**src/msc_cond_store.sv**
```systemverilog
// One-bit-wide condition store with one write port and one registered read port.
// The read register only updates when a read is enabled, so it holds while stalled.
// Depends on nothing.
module msc_cond_store #(
    parameter int DEPTH  = 16,
    parameter int ADDR_W = (DEPTH > 1) ? $clog2(DEPTH) : 1
) (
    input  logic              i_clk,
    input  logic              i_wr_en,
    input  logic [ADDR_W-1:0] i_wr_addr,
    input  logic              i_wr_bit,
    input  logic              i_rd_en,
    input  logic [ADDR_W-1:0] i_rd_addr,
    output logic              o_rd_bit
);

    logic r_mem [DEPTH];
    logic r_rd_bit;

    always_ff @(posedge i_clk) begin
        if (i_wr_en) begin
            r_mem[i_wr_addr] <= i_wr_bit;
        end
    end

    always_ff @(posedge i_clk) begin
        if (i_rd_en) begin
            r_rd_bit <= r_mem[i_rd_addr];
        end
    end

    assign o_rd_bit = r_rd_bit;

endmodule

```
**config.mk**
```make
export PLATFORM = sky130hd
export DESIGN_NAME = msc_cond_store
export DESIGN_NICKNAME = d
export VERILOG_FILES = /design/src/msc_cond_store.sv
export SDC_FILE = /design/constraint.sdc
export NUM_CORES = 1
export LEC_CHECK = 0
export ABC_CLOCK_PERIOD_IN_PS = 4220
export BUFFER_PORTS_ARGS = -buffer_cell sky130_fd_sc_hd__buf_2
export CAP_MARGIN = 25
export CORE_MARGIN = 4
export CORE_UTILIZATION = 25
export DETAILED_ROUTE_END_ITERATION = 8
export GPL_TIMING_DRIVEN = 0
export SYNTH_ARGS = -nofsm -noshare
export SYNTH_HDL_FRONTEND = slang
export SYNTH_SLANG_ARGS = --single-unit
export TNS_END_PERCENT = 20
```
**constraint.sdc**
```tcl
create_clock -name i_clk -period 4.22 [get_ports i_clk]
set_clock_uncertainty 0.2 [all_clocks]
set_input_delay 0 -clock i_clk [delete_from_list [all_inputs] [get_ports i_clk]]
set_output_delay 0 -clock i_clk [all_outputs]
set_load 0.01 [all_outputs]
```
==> results.sh, run 1 <==
export IMPL_cts_setup_buffers=0
export IMPL_postSynthCellCount=47
export IMPL_synthXorXnorAreaFrac=0
export IMPL_dp_slack_ns=2.67
export IMPL_final_layout_size_suffix_gt1_frac=0.227
export IMPL_netlist_area_um2=756
export IMPL_htreeDepth=1
export IMPL_layout_common_cells="edfxtp_1, nor2_1, dlygate4sd3_1, buf_2"
export IMPL_synth_seq_cells=17
export IMPL_synth_area_leaders="edfxtp_1, mux4_1, nor2_1"
export IMPL_clock_latency_ns=0.30
export IMPL_ys_types=10
export IMPL_fp_dieW_um=63.0
export IMPL_root_buffer="clkbuf_4"
export IMPL_cts_tree="built"
export IMPL_p_leak_nw=0.364
export IMPL_dp_cells=90
export IMPL_slew_headroom=0.838
export IMPL_syn2layout_area_growth_pct=32.6
export IMPL_holdCritPathClass="in2reg"
export IMPL_clk_pin_slew_ns=0.10
export IMPL_drc=0
export IMPL_fin_cells=106
export IMPL_worst_pin_slew_ns=0.243
export IMPL_synth_top_family_by_area="multiplexers"
export IMPL_track_usage=0.0743
export IMPL_cp_data_arrival_time_ns=1.99
export IMPL_dp_hpwl_um=960
export IMPL_clock_path_buffers=2
export IMPL_cp_required_ns=4.08
export IMPL_worst_slack_ns=2.09
export IMPL_start_util=0.267
export IMPL_cts_inserted_buffers=3
export IMPL_rows=19
export IMPL_syn_mean_instance_area_um2=16.1
export IMPL_overflow=0
export IMPL_crit_fanout=1
export IMPL_design_area_mm2=0.00100
export IMPL_synth_largest_area_cell="edfxtp_1"
export IMPL_fp_dieH_um=63.0
export IMPL_grt_pass1_vias=481
export IMPL_cts_sinks=17
export IMPL_synthSimpleGateAreaFrac=0.146
export IMPL_wirelength_mm=1.36
export IMPL_vias=492
export IMPL_finalSetupTns_ns=0
export IMPL_fin_crit_sh=0.505
export IMPL_layout_commonest_cell="edfxtp_1"
export IMPL_startpoint_type="flop"
export IMPL_p_per_area_mw_per_mm2=310
export IMPL_ir_worst_vdd_uv=102
export IMPL_fmax_mhz=470
export IMPL_dpl_cell_area_um2=855
export IMPL_vias_per_cell=4.64
export IMPL_post_drt_wl_per_cell_um=12.8
export IMPL_critical_path_class="reg2reg"
export IMPL_synth_top_area_share=0.675
export IMPL_syn_num_nets=59
export IMPL_grt_antenna_before_repair=0
export IMPL_nNetsFinal=88
export IMPL_die_area_mm2=0.00397
export IMPL_drtIter0Drc=20
export IMPL_fin_crit_ns=2.13
export IMPL_synth_compound_area_share=0
export IMPL_hold_ws_ns=0.237
export IMPL_muxShareOfSynthArea=0.179
export IMPL_yosys_area_share_adder=0
export IMPL_final_antenna_net_count=0
export IMPL_grt_pass1_wl_mm=2.19
export IMPL_grt_max_degree=17
export IMPL_finalMaxSlewViolations=0
export IMPL_status="complete, no violations"
export IMPL_numPortBuffers=12
export IMPL_r2r_slack_ns=2.09
export IMPL_num_antenna_cells=0
export IMPL_drt_pass1_iterations=4
export IMPL_hold_viol_final=0
export IMPL_setup_viol=0
export IMPL_cp_end_kind="flop"
export IMPL_globalplace_congestion=0.651
export IMPL_power_uw=311
export IMPL_rsz0062_at_grt="false"
export IMPL_fp_coreArea_mm2=0.00283
export IMPL_final_core_util=0.354
export IMPL_ys_warn_count=0
export IMPL_drv_cap=0
export IMPL_ys_seq_area_frac=0.675
export IMPL_io_pins=13
sequential cells by signal, summed over array words and instances (netlist names):
signal and count:
r_mem 16, o_rd_bit 1
Yosys cell counts:
cell type	n
edfxtp_1	17
nor3_1	4
mux4_1	4
nor2_1	12
nand2_1	1
nand3_1	1
or3b_2	1
mux2i_1	3
nand2b_1	2
nand3b_1	2
per-layer routing:
| metal | track usage | wire, um | vias up |
|---|---|---|---|
| li1 | - | - | 241 |
| met1 | 0.0844 | 581 | 226 |
| met5 | 0 | 0 | - |
| met4 | 0.0496 | 29 | 0 |
| met3 | 0.0324 | 99 | 5 |
| met2 | 0.112 | 645 | 20 |
logic make-up after synthesis:
group            Yosys count
muxes                      7
and+or+nand+nor           23
DFF                       17
worst paths after layout:
kind                                 end       from  cells past startpoint
worst max-delay path            o_rd_bit  r_mem[12]                      4
worst min-delay path            o_rd_bit    i_rd_en                      2
worst max register to register  o_rd_bit  r_mem[12]                      4
worst min register to register  o_rd_bit   r_mem[3]                      4
layout make-up:
class	instances	area [um2]
repair buffers	24	180
flip-flops and latches	17	510
clock inverters	1	5.00
well taps	31	38.8
multi-input cells	30	245
clock buffers	3	22.5
fillers	275	1830
worst max-delay path: stages (launching register included):
cell	delay (ns)
edfxtp_1	0.40
mux4_1	0.50
mux2i_1	0.16
mux2i_1	0.08
dlygate4sd3_1	0.55
what timing repair did:
| action | CTS | global route |
|---|---|---|
| endpoints found under the hold margin | 30 | 0 |
| resized for setup | 0 | 0 |
| hold buffers | 12 | 0 |
power by group:
part	leakage [nW]	switching, mW	internal, mW	total (mW)
logic	0.192	0.0148	0.0188	0.0336
clock network	0.0177	0.0513	0.0353	0.0866
registers	0.154	0.000798	0.190	0.191
total	0.364	0.0669	0.244	0.311
Power figures use the tool's default switching activity.
==> run 2, diff against run 1 <==
Settings changed: ABC_CLOCK_PERIOD_IN_PS 4220 to 1900.
Clock period 4.22 ns to 1.9 ns, I/O delays scaled along.
==> results.sh, run 2 (synthesized netlist as in run 1, its figures left out) <==
export IMPL_cp_data_arrival_time_ns=1.63
export IMPL_final_layout_size_suffix_gt1_frac=0.227
export IMPL_hold_viol_final=0
export IMPL_p_leak_nw=0.364
export IMPL_fp_dieH_um=63.0
export IMPL_cp_end_kind="flop"
export IMPL_cts_inserted_buffers=3
export IMPL_min_path_cells=4
export IMPL_clk_pin_slew_ns=0.10
export IMPL_nFillCells=272
export IMPL_regArea_um2=510
export IMPL_io_pins=13
export IMPL_multi_input_area_um2=245
export IMPL_rows=19
export IMPL_htreeDepth=1
export IMPL_final_antenna_net_count=0
export IMPL_setup_viol=0
export IMPL_finalSetupTns_ns=0
export IMPL_nNetsFinal=88
export IMPL_grt_pass1_vias=502
export IMPL_start_util=0.267
export IMPL_slew_headroom=0.849
export IMPL_cts_tree="built"
export IMPL_drt_pass1_iterations=4
export IMPL_numPortBuffers=12
export IMPL_vias=485
export IMPL_layout_commonest_cell="edfxtp_1"
export IMPL_clock_latency_ns=0.30
export IMPL_track_usage=0.0743
export IMPL_cts_resized=0
export IMPL_crit_fanout=4
export IMPL_fin_crit_sh=0.951
export IMPL_largest_reg_flops=16
export IMPL_rr_worst_depth=3
export IMPL_num_antenna_cells=0
export IMPL_hold_ws_ns=0.0725
export IMPL_startpoint_type="input port"
export IMPL_top_register="r_mem"
export IMPL_grt_pass1_wl_mm=2.21
export IMPL_vias_per_cell=4.58
export IMPL_die_area_mm2=0.00397
export IMPL_drv_cap=0
export IMPL_overflow=0
export IMPL_ir_worst_vdd_uv=226
export IMPL_rsz0062_at_grt="false"
export IMPL_cts_sinks=17
export IMPL_root_buffer="clkbuf_4"
export IMPL_drtIter0Drc=21
export IMPL_status="complete, no violations"
export IMPL_dp_hpwl_um=960
export IMPL_clock_path_buffers=2
export IMPL_fin_crit_ns=1.81
export IMPL_wirelength_mm=1.32
export IMPL_critical_path_class="in2reg"
export IMPL_fp_dieW_um=63.0
export IMPL_worst_pin_slew_ns=0.227
export IMPL_cp_required_ns=1.73
export IMPL_finalMaxSlewViolations=0
export IMPL_fmax_mhz=553
export IMPL_p_per_area_mw_per_mm2=686
export IMPL_drc=0
export IMPL_post_drt_wl_per_cell_um=12.4
export IMPL_grt_antenna_before_repair=0
export IMPL_grt_max_degree=17
export IMPL_syn2layout_area_growth_pct=32.6
export IMPL_layout_common_cells="edfxtp_1, nor2_1, dlygate4sd3_1, buf_2"
export IMPL_globalplace_congestion=0.651
export IMPL_fp_coreArea_mm2=0.00283
export IMPL_holdCritPathClass="in2reg"
run 2: path summary, 6_finish.rpt:
check | from | to | slack [ns]
hold / removal | i_rd_addr[1] | o_rd_bit | 0.07
setup reg to reg | r_mem[4] | o_rd_bit | 0.36
setup / recovery | i_wr_addr[2] | r_mem[8] | 0.09
hold reg to reg | r_mem[3] | o_rd_bit | 0.62
run 2: per-stage QoR:
stage	area (um2)	setup slack, ns	cells	power [mW]	util
finish	1000	0.0933	106	0.688	0.354
floorplan	756	0.426	47	0.459	-
global route	1000	0.0376	106	0.722	0.354
global placement	855	0.378	90	0.487	0.302
CTS	1000	0.114	106	0.694	0.354
detailed placement	855	0.349	90	0.489	0.302
run 2: final cells by class:
class | instances | share of cell area
clock buffers | 3 | 0.0225
multi-input cells | 30 | 0.245
flip-flops and latches | 17 | 0.509
repair buffers | 24 | 0.180
well taps | 31 | 0.0387
clock inverters | 1 | 0.00499
run 2: repair_timing:
action	CTS	global route
setup buffers	0	0
endpoints found under the setup margin	0	0
hold buffers	12	0
hold endpoints to repair	30	0
run 2: power breakdown:
group,internal [mW],total (mW),switching [mW]
registers,0.422,0.424,0.00171
logic,0.0399,0.0718,0.0318
clock network,0.0784,0.192,0.114
total,0.540,0.688,0.147
run 2: routing by layer:
layer	track usage	vias up	wire, um
met5	0	-	0
met4	0.0496	0	29
met3	0.0306	5	81
met2	0.117	17	616
met1	0.0810	223	589
li1	-	240	-
run 2: worst max-delay path: stages:
cell           delay (ns)
dlygate4sd3_1        0.54
buf_2                0.14
nand3b_1             0.21
nor3_1               0.16
dlygate4sd3_1        0.58
==> run 3, diff against run 2 <==
Settings changed: CORE_MARGIN 4 to 2, SLEW_MARGIN from default to 40.
==> results.sh, run 3 (synthesized netlist as in run 1, its figures left out) <==
export IMPL_status="complete, but fails checks"
export IMPL_violations="DRC"
export IMPL_drv_cap=0
export IMPL_dp_hpwl_um=860
export IMPL_design_area_um2=981
export IMPL_grt_pass1_wl_mm=1.92
export IMPL_clock_latency_ns=0.29
export IMPL_nFillCells=284
export IMPL_critical_path_class="in2reg"
export IMPL_rsz0062_at_grt="false"
export IMPL_vias=478
export IMPL_layout_commonest_cell="edfxtp_1"
export IMPL_timing_rr_end="o_rd_bit"
export IMPL_cts_inserted_buffers=3
export IMPL_grt_antenna_before_repair=0
export IMPL_worst_path_largest_cell_delay_ns=0.57
export IMPL_crit_chain="dlygate4sd3_1 -> buf_2 -> nand3b_1 -> nor3_1 -> dlygate4sd3_1"
export IMPL_largest_reg_flops=16
export IMPL_r2r_slack_ns=0.36
export IMPL_cts_setup_buffers=0
export IMPL_cp_required_ns=1.72
export IMPL_hold_viol_final=0
export IMPL_drtIter0Drc=10
export IMPL_cts_sinks=17
export IMPL_root_buffer="clkbuf_4"
export IMPL_layout_common_cells="edfxtp_1, nor2_1, buf_2, dlygate4sd3_1"
export IMPL_grt_max_degree=17
export IMPL_holdCritPathClass="in2reg"
export IMPL_final_layout_size_suffix_gt1_frac=0.219
export IMPL_drt_pass1_iterations=7
export IMPL_comb_power_share=0.101
export IMPL_p_sw_uw=139
export IMPL_fin_cells=104
export IMPL_track_usage=0.0758
export IMPL_die_area_mm2=0.00348
export IMPL_cp_end_kind="flop"
export IMPL_fp_dieW_um=59.0
export IMPL_rr_startpoint="r_mem[5]"
export IMPL_htreeDepth=1
export IMPL_ir_worst_vdd_uv=207
export IMPL_rr_worst_depth=3
export IMPL_start_util=0.269
export IMPL_clk_pin_slew_ns=0.09
export IMPL_power_uw=680
export IMPL_dp_cells=90
export IMPL_startpoint_type="input port"
export IMPL_slew_headroom=0.846
export IMPL_seq_power_share=0.623
export IMPL_vias_per_cell=4.60
export IMPL_cts_resized=0
export IMPL_nNetsFinal=86
export IMPL_fp_dieH_um=59.0
export IMPL_dpl_cell_area_um2=855
export IMPL_overflow=0
export IMPL_syn2layout_area_growth_pct=29.8
export IMPL_wirelength_mm=1.19
export IMPL_clock_path_buffers=2
export IMPL_rows=19
export IMPL_clkPwrFrac=0.276
export IMPL_cell_internal_pwr_uw=541
export IMPL_power_switching_share=0.205
export IMPL_slowest_stage="dlygate4sd3_1"
export IMPL_worst_pin_slew_ns=0.230
export IMPL_num_antenna_cells=0
export IMPL_crit_start="i_wr_addr[3]"
export IMPL_grt_pass1_vias=472
export IMPL_min_delay_start="i_wr_en"
export IMPL_p_per_area_mw_per_mm2=693
export IMPL_drc=2
export IMPL_numPortBuffers=12
export IMPL_cp_data_arrival_time_ns=1.60
export IMPL_fin_crit_ns=1.79
export IMPL_holdPathEnd="r_mem[13]"
export IMPL_setup_viol=0
export IMPL_fp_coreArea_mm2=0.00281
export IMPL_crit_fanout=4
export IMPL_final_antenna_net_count=0
export IMPL_fmax_mhz=560
export IMPL_finalSetupTns_ns=0
export IMPL_post_drt_wl_per_cell_um=11.5
export IMPL_globalplace_congestion=0.657
export IMPL_min_path_cells=3
export IMPL_fin_crit_sh=0.941
export IMPL_io_pins=13
export IMPL_cpMostUsedCell="dlygate4sd3_1"
export IMPL_finalMaxSlewViolations=0
export IMPL_cts_tree="built"
export IMPL_p_leak_nw=0.355
export IMPL_top_register="r_mem"
run 3: cell types whose count changed in the layout (fill, tap and decap cells not counted):
cell / delta
clkinv_2: -1
clkbuf_1: +1
dlygate4sd3_1: -2
run 3: cell type report:
class | instances | area, um2 | share of cell area
clock buffers | 4 | 26.3 | 0.0268
multi-input cells | 30 | 245 | 0.250
flip-flops and latches | 17 | 510 | 0.520
well taps | 31 | 38.8 | 0.0395
repair buffers | 22 | 160 | 0.163
run 3: what timing repair did:
item	4_1_cts	5_1_grt
hold endpoints to repair	24	0
hold buffers	10	0
setup endpoints to repair	0	0
run 3: critical path, delay by kind of cell:
family                 cells  cell delay, ns
AND/OR/NAND/NOR            2            0.37
buffers and inverters      3            1.24
run 3: layer usage:
| metal | share of wire | track usage |
|---|---|---|
| met1 | 0.48 | 0.0878 |
| met4 | 0.010 | 0.0390 |
| met3 | 0.047 | 0.0262 |
| met5 | 0 | 0 |
| met2 | 0.46 | 0.124 |
run 3: power groups by stage:
| stage | Clock [mW] | Combinational, mW | Sequential, mW |
|---|---|---|---|
| CTS | 0.190 | 0.0695 | 0.423 |
| global route | 0.209 | 0.0761 | 0.425 |
| detailed placement | 0 | 0.0561 | 0.432 |
| floorplan | 0 | 0.0259 | 0.433 |
| finish | 0.188 | 0.0690 | 0.423 |
| global placement | 0 | 0.0552 | 0.432 |
run 3: worst max path at each step:
stage,end,cells after the start
4_1_cts,r_mem[4],5
3_5_place_dp,o_rd_bit,3
6_report,r_mem[4],5
2_1_floorplan,o_rd_bit,3
5_1_grt,r_mem[4],5
3_3_place_gp,o_rd_bit,3
run 3: stage by stage:
| stage | hold WS, ns | util | setup slack (ns) |
|---|---|---|---|
| finish | 0.0107 | 0.350 | 0.113 |
| global route | 0.0303 | 0.350 | 0.0468 |
| CTS | 0.0132 | 0.350 | 0.114 |
| detailed placement | 0.00128 | 0.305 | 0.362 |
| global placement | 0.00150 | 0.305 | 0.372 |
| floorplan | -0.101 | - | 0.426 |
